File: src/hw/rtl/cc20_pkg.sv
// Shared types, constants and quarter-round helpers for the ChaCha20 block function.
package cc20_pkg;

   localparam int unsigned WORDS         = 16;
   localparam int unsigned LANES         = 4;
   localparam int unsigned DOUBLE_ROUNDS = 10;
   localparam int unsigned IDX_W         = $clog2(WORDS);
   localparam int unsigned DR_W          = $clog2(DOUBLE_ROUNDS);

   // Quarter-round rows: a, b, c, d.
   localparam logic [1:0] ROW_A = 2'd0;
   localparam logic [1:0] ROW_B = 2'd1;
   localparam logic [1:0] ROW_C = 2'd2;
   localparam logic [1:0] ROW_D = 2'd3;

   // Sequencer states.
   typedef enum logic [1:0] {
      ST_LOAD,
      ST_ROUND,
      ST_OUT
   } state_type;

   // State word index of one row of a quarter round; diagonals shift column by row.
   function automatic logic [IDX_W-1:0] qr_idx(input logic diag, input logic [1:0] lane,
                                                 input logic [1:0] row);
      logic [1:0] col;
      col = diag ? lane + row : lane;
      return {row, col};
   endfunction

   // Rotate left by the amount of the given quarter-round line: 16, 12, 8, 7.
   function automatic logic [31:0] rotl_line(input logic [31:0] x, input logic [1:0] line);
      logic [31:0] r;
      case (line)
         2'd0:    r = {x[15:0], x[31:16]};
         2'd1:    r = {x[19:0], x[31:20]};
         2'd2:    r = {x[23:0], x[31:24]};
         default: r = {x[24:0], x[31:25]};
      endcase
      return r;
   endfunction

endpackage

File: src/hw/rtl/chacha20_block_function.sv
// ChaCha20 block function: word loader, shared quarter-round line unit, result sequencer.
//
// Input channel (req_): the 16 words of the input state, word 0 first, one per transfer.
// req_stall is low only while words are being loaded; it goes high after word 15.
// Computation: a shared four-lane unit applies one quarter-round line (add, xor,
// rotate) to all four columns or all four diagonals each cycle; a double round runs the four
// column lines, then the four diagonal lines, and the block runs 10 double rounds.
// Result channel (rsp_): 16 words, each the input word plus its final working word
// mod 2^32, word 0 first; rsp_last_word marks word 15. The first result is loaded into the
// output register in ST_OUT after the rounds end, then one per cycle while rsp_stall stays low.
// A block passes through loading, the round loop and result output in turn, and no
// words of the next block are taken before its last result is loaded; the round loop
// through the shared unit takes the longest of the three phases.
// An output register holds a stalled result steady; while rsp_stall is high the
// sequencer waits, and loading of the next block may start as soon as the last
// result sits in the output register.
// Reset (synchronous, active high) returns to loading word 0 and drops rsp_valid;
// the word stores are not cleared.
module chacha20_block_function import cc20_pkg::*; (
   input  logic        clock,
   input  logic        reset,
   input  logic        req_valid,
   output logic        req_stall,
   input  logic [31:0] req_in_word,
   output logic        rsp_valid,
   input  logic        rsp_stall,
   output logic [31:0] rsp_out_word,
   output logic        rsp_last_word
);

   state_type        state_ff, state_in;
   logic [IDX_W-1:0] cnt_ff, cnt_in;
   logic [1:0]       line_ff, line_in;
   logic             diag_ff, diag_in;
   logic [DR_W-1:0]  dround_ff, dround_in;

   logic [31:0]      in_ff   [WORDS];
   logic [31:0]      work_ff [WORDS];
   logic [31:0]      work_in [WORDS];

   logic             rsp_valid_ff, rsp_valid_in;
   logic [31:0]      rsp_word_ff, rsp_word_in;
   logic             rsp_last_ff, rsp_last_in;

   logic             req_xfer;
   logic             out_load;

   logic [IDX_W-1:0] x_idx [LANES];
   logic [IDX_W-1:0] y_idx [LANES];
   logic [IDX_W-1:0] z_idx [LANES];
   logic [31:0]      x_new [LANES];
   logic [31:0]      z_new [LANES];

   assign req_stall     = (state_ff != ST_LOAD);
   assign req_xfer      = req_valid && !req_stall;
   assign out_load      = (state_ff == ST_OUT) && (!rsp_valid_ff || !rsp_stall);
   assign rsp_valid     = rsp_valid_ff;
   assign rsp_out_word  = rsp_word_ff;
   assign rsp_last_word = rsp_last_ff;

   // Shared line unit: even lines a+=b, d=rotl(d^a); odd lines c+=d, b=rotl(b^c)
   always_comb begin
      for (int l = 0; l < LANES; l++) begin
         x_idx[l] = qr_idx(diag_ff, 2'(l), line_ff[0] ? ROW_C : ROW_A);
         y_idx[l] = qr_idx(diag_ff, 2'(l), line_ff[0] ? ROW_D : ROW_B);
         z_idx[l] = qr_idx(diag_ff, 2'(l), line_ff[0] ? ROW_B : ROW_D);
         x_new[l] = work_ff[x_idx[l]] + work_ff[y_idx[l]];
         z_new[l] = rotl_line(work_ff[z_idx[l]] ^ x_new[l], line_ff);
      end
   end

   // Working state next value
   always_comb begin
      work_in = work_ff;
      if (req_xfer) begin
         work_in[cnt_ff] = req_in_word;
      end
      if (state_ff == ST_ROUND) begin
         for (int l = 0; l < LANES; l++) begin
            work_in[x_idx[l]] = x_new[l];
            work_in[z_idx[l]] = z_new[l];
         end
      end
   end

   // Sequencer: next state, counters and output register
   always_comb begin
      state_in     = state_ff;
      cnt_in       = cnt_ff;
      line_in      = line_ff;
      diag_in      = diag_ff;
      dround_in    = dround_ff;
      rsp_valid_in = rsp_valid_ff;
      rsp_word_in  = rsp_word_ff;
      rsp_last_in  = rsp_last_ff;

      if (rsp_valid_ff && !rsp_stall) begin
         rsp_valid_in = 1'b0;
      end

      case (state_ff)
         ST_LOAD: begin
            if (req_xfer) begin
               cnt_in = cnt_ff + 1'b1;
               if (cnt_ff == IDX_W'(WORDS - 1)) begin
                  state_in = ST_ROUND;
               end
            end
         end
         ST_ROUND: begin
            line_in = line_ff + 1'b1;
            if (line_ff == 2'd3) begin
               diag_in = !diag_ff;
               if (diag_ff) begin
                  dround_in = dround_ff + 1'b1;
                  if (dround_ff == DR_W'(DOUBLE_ROUNDS - 1)) begin
                     dround_in = '0;
                     state_in  = ST_OUT;
                  end
               end
            end
         end
         ST_OUT: begin
            if (out_load) begin
               rsp_valid_in = 1'b1;
               rsp_word_in  = in_ff[cnt_ff] + work_ff[cnt_ff];
               rsp_last_in  = (cnt_ff == IDX_W'(WORDS - 1));
               cnt_in       = cnt_ff + 1'b1;
               if (cnt_ff == IDX_W'(WORDS - 1)) begin
                  state_in = ST_LOAD;
               end
            end
         end
         default: begin
            state_in = ST_LOAD;
         end
      endcase
   end

   // Control registers
   always_ff @(posedge clock) begin
      if (reset) begin
         state_ff     <= ST_LOAD;
         cnt_ff       <= '0;
         line_ff      <= '0;
         diag_ff      <= 1'b0;
         dround_ff    <= '0;
         rsp_valid_ff <= 1'b0;
      end else begin
         state_ff     <= state_in;
         cnt_ff       <= cnt_in;
         line_ff      <= line_in;
         diag_ff      <= diag_in;
         dround_ff    <= dround_in;
         rsp_valid_ff <= rsp_valid_in;
      end
   end

   // Payload registers
   always_ff @(posedge clock) begin
      if (req_xfer) begin
         in_ff[cnt_ff] <= req_in_word;
      end
      work_ff     <= work_in;
      rsp_word_ff <= rsp_word_in;
      rsp_last_ff <= rsp_last_in;
   end

endmodule

File: config.mk
export PLATFORM = sky130hd
export DESIGN_NAME = chacha20_block_function
export DESIGN_NICKNAME = d
export VERILOG_FILES = /design/src/hw/rtl/cc20_pkg.sv /design/src/hw/rtl/chacha20_block_function.sv
export SDC_FILE = /design/constraint.sdc
export NUM_CORES = 2
export LEC_CHECK = 0
export BUFFER_PORTS_ARGS = -buffer_cell sky130_fd_sc_hd__buf_2
export CORE_AREA = 5 5 453 567
export DETAILED_ROUTE_END_ITERATION = 7
export DIE_AREA = 0 0 458 572
export HOLD_SLACK_MARGIN = 0.1
export PLACE_DENSITY = 0.48
export SLEW_MARGIN = 20
export SYNTH_ARGS = -nofsm -noshare
export SYNTH_HDL_FRONTEND = slang
export SYNTH_SLANG_ARGS = --single-unit
export TNS_END_PERCENT = 5
File: constraint.sdc
create_clock -name clock -period 7 [get_ports clock]
set_input_delay 1.05 -clock clock [delete_from_list [all_inputs] [get_ports clock]]
set_output_delay 1.05 -clock clock [all_outputs]
set_load 0.1 [all_outputs]
==> impl_results.md <==
- Reg2reg setup slack: 0.25 ns
- Initial antenna violation count: 28
- Tmin final: 6.75 ns
- Global-route wire length before repair: 498 mm
- Clock root cell: clkbuf_16
- Top-area cell type share of the netlist area: 22.6%
- Die H: between 500 and 600 µm
- Die area: 262000 µm²
- Tcrit/Tclk final: a little over nine tenths
- Cts bufs inserted: 113
- Synth top area cells: edfxtp_1, mux4_2, dfxtp_1
- DRC viols: 0
- 1st-pass router iterations: 7
- Yosys warning count: 0
- Min-delay worst type: flip-flop to flip-flop
- Clock latency at the later pin of the worst-skew pair: a little over 0.8 ns
- GRT Total Usage: 26.5%
- Worst endpoint required time: 7.65 ns
- Number of H-tree levels: 3
- CTS tree: done
- Via/cell ratio: 6.19
- DRT iter0 DRCs: 8889
- Mapped Area: slightly above 70000 µm²
- Max Cap Viol: 0
- Vias in the first global route: 61800
- Post-synthesis sequential area ratio: 37.3%
- Maximum VDD drop: 0.267 mV
- WS Path Type: flip-flop to flip-flop
- Postcts setup bufs: 0
- Final non-filler cell total: between 10000 and 15000
- Leading area contributor after synthesis: edfxtp_1
- # hold bufs at CTS: 0
- Die Wd: 458 µm
- # clock sinks: ~1100
- Worst Setup Start Kind: flip-flop
- Vias after detailed routing: 64300
- IO buf count: 70
- Endpoints failing setup: 0
- Avg Inst Size Synth: 10.2 µm²
- WL final: 361 mm
- Synth top cells by count: nand2_1, mux4_2, edfxtp_1
- Yosys cell types: about 110
- Count leader, synth: nand2_1
- Detailed Place HPWL: 256 mm
- Worst-Margin Slew: 1.23 ns
- Cell Pwr Density: roughly 370 nW/µm²
- Critical Path AT: approximately 7.4 ns
- Skew final: around 0.067 ns
- Pin count of the biggest net entering global routing: between 100 and 150
- Lkg Pwr: 29.8 nW
- GR peak layer: met2
- GRT overflow: 0
- Status: complete, no violations
- Share of cells above drive strength 1: between 10% and 20%
- EDFF count, synth: roughly 550
- Most used DFF post-synth: edfxtp_1
- Ys async rst share: 0%
- GP Congestion: 1.07
- Final Max Tran Viols: 0
- DP Cell Count: 10200
- Crit Path Max Fanout: 27
- Slew Limit Headroom: 17.7%
- CP Capture Type: flip-flop
- Synth-to-Final Area Change: 12.3%
- Total negative slack: 0 ns
- Nets: ~7100
- Syn Nets: 7256
- Core Rows: around 210
- GR Util met1: 30.8%
- Filler instances: about 25000
- Hold Fails Final Rpt: 0
- Unrepaired setup endpoints after global routing: false
- Longest Clk Path Bufs: 3
- Synthesis-stage register bit count: 1075
- Fmax: 148 MHz
- Post_cts resized: 0
- Antenna-violating nets left: 0
- DR WL/cell: 34.8 µm
- Met2 GRT Util: 42.6%
- Clock-pin slew on the worst setup and hold paths: 0.06 ns
- Core area: 251000 µm²
- Boundary pin count: 71
- Met3 capacity usage during global routing: 5.43%
- Initial Util: a little under 30%
- Mapped Cells: a little over 7000
worst paths after layout:
| path | from | to | cells after the start |
|---|---|---|---|
| worst max-delay path | diag_ff$_SDFFE_PP0P_ | work_ff[288]$_DFF_P_ | 13 |
| worst min-delay path | work_ff[138]$_DFF_P_ | work_ff[138]$_DFF_P_ | 2 |
| worst max register to register | diag_ff$_SDFFE_PP0P_ | work_ff[288]$_DFF_P_ | 13 |
| worst min register to register | work_ff[138]$_DFF_P_ | work_ff[138]$_DFF_P_ | 2 |
final cells by class:
class,instances,area [µm²],area share (%)
Antenna cell,9,22.5,0.0277
Clock buffer,155,3250,4.00
Clock inverter,60,714,0.880
Inverter,66,290,0.358
Multi-Input combinational cell,5311,42900,52.8
Sequential cell,1075,27000,33.3
Tap cell,3328,4160,5.13
Timing Repair Buffer,374,2860,3.52
metal layers:
metal  vias to the layer above  wire length, µm
met5                         -               57
met4                         8            37000
met3                      1250            31900
met2                      4130           164000
met1                     32200           129000
li1                      26700                -
state kept, by name, indices dropped and copies added (netlist names), named ones only:
name and flops:
cnt_ff 4, diag_ff 1, dround_ff 4, in_ff 512, line_ff 2, rsp_last_word 1, rsp_out_word 32, rsp_valid 1
state_ff 2, work_ff 512
per-stage QoR:
step | power, mW | utilization [%] | setup WS [ns] | hold slack (ns) | cell area, µm²
3_5_place_dp | 23.2 | 30.8 | 0.406 | 0.492 | 77200
3_3_place_gp | 23.2 | 30.8 | 0.385 | 0.474 | 77200
2_1_floorplan | 15.7 | - | 1.18 | 0.452 | 72300
4_1_cts | 29.8 | 32.4 | 0.407 | 0.500 | 81100
5_1_grt | 30.9 | 32.4 | 0.143 | 0.520 | 81200
6_report | 30.4 | 32.4 | 0.249 | 0.509 | 81200
kinds of logic after synthesis:
logic type / after synthesis / share of synthesized area (%)
buffers and inverters: 666 / 3.59
flip-flops: 1075 / 37.3
AO/OA/AOI/OAI: 1651 / 15.7
AND/OR/NAND/NOR: 2343 / 14.4
adder cells (fa/ha/maj): 168 / 2.96
multiplexers: 874 / 21.7
XOR/XNOR: 275 / 4.36
placed cells by master (no fill, tap or decap), drive strengths merged, types with 73 or more instances in the layout:
cell | Yosys | layout
and2 | 89 | 89
a31oi | 231 | 231
nand2 | 1188 | 1188
a211oi | 126 | 126
o21ai | 255 | 255
a21o | 92 | 92
and3 | 142 | 142
o31a | 90 | 90
ha | 163 | 163
dfxtp | 530 | 530
nor3 | 118 | 118
a21oi | 423 | 423
clkbuf | 447 | 155
edfxtp | 545 | 545
xnor2 | 130 | 130
a221oi | 78 | 78
mux4 | 550 | 550
mux2i | 285 | 285
nor2 | 444 | 444
xor2 | 92 | 92
nand3 | 158 | 158
inv | 66 | 73
buf | 153 | 374
critical path: stages (launching register included):
cell and delay [ns]:
dfxtp_4 0.60, buf_4 0.44, mux4_2 0.59, fa_1 0.48
a21o_1 0.23, a311oi_1 0.57, o21ai_1 0.27, a2111o_1 0.75
a21oi_1 0.41, o21ai_1 0.21, xor2_1 0.85, o22ai_1 0.31
o311ai_1 0.66, a31oi_1 0.17
power by group:
part | internal, mW | switching [mW]
Clock | 3.68 | 2.87
Sequential | 7.08 | 0.477
Combinational | 5.29 | 11.0
Total | 16.1 | 14.3
No activity file was read; power rests on OpenSTA's default activity.
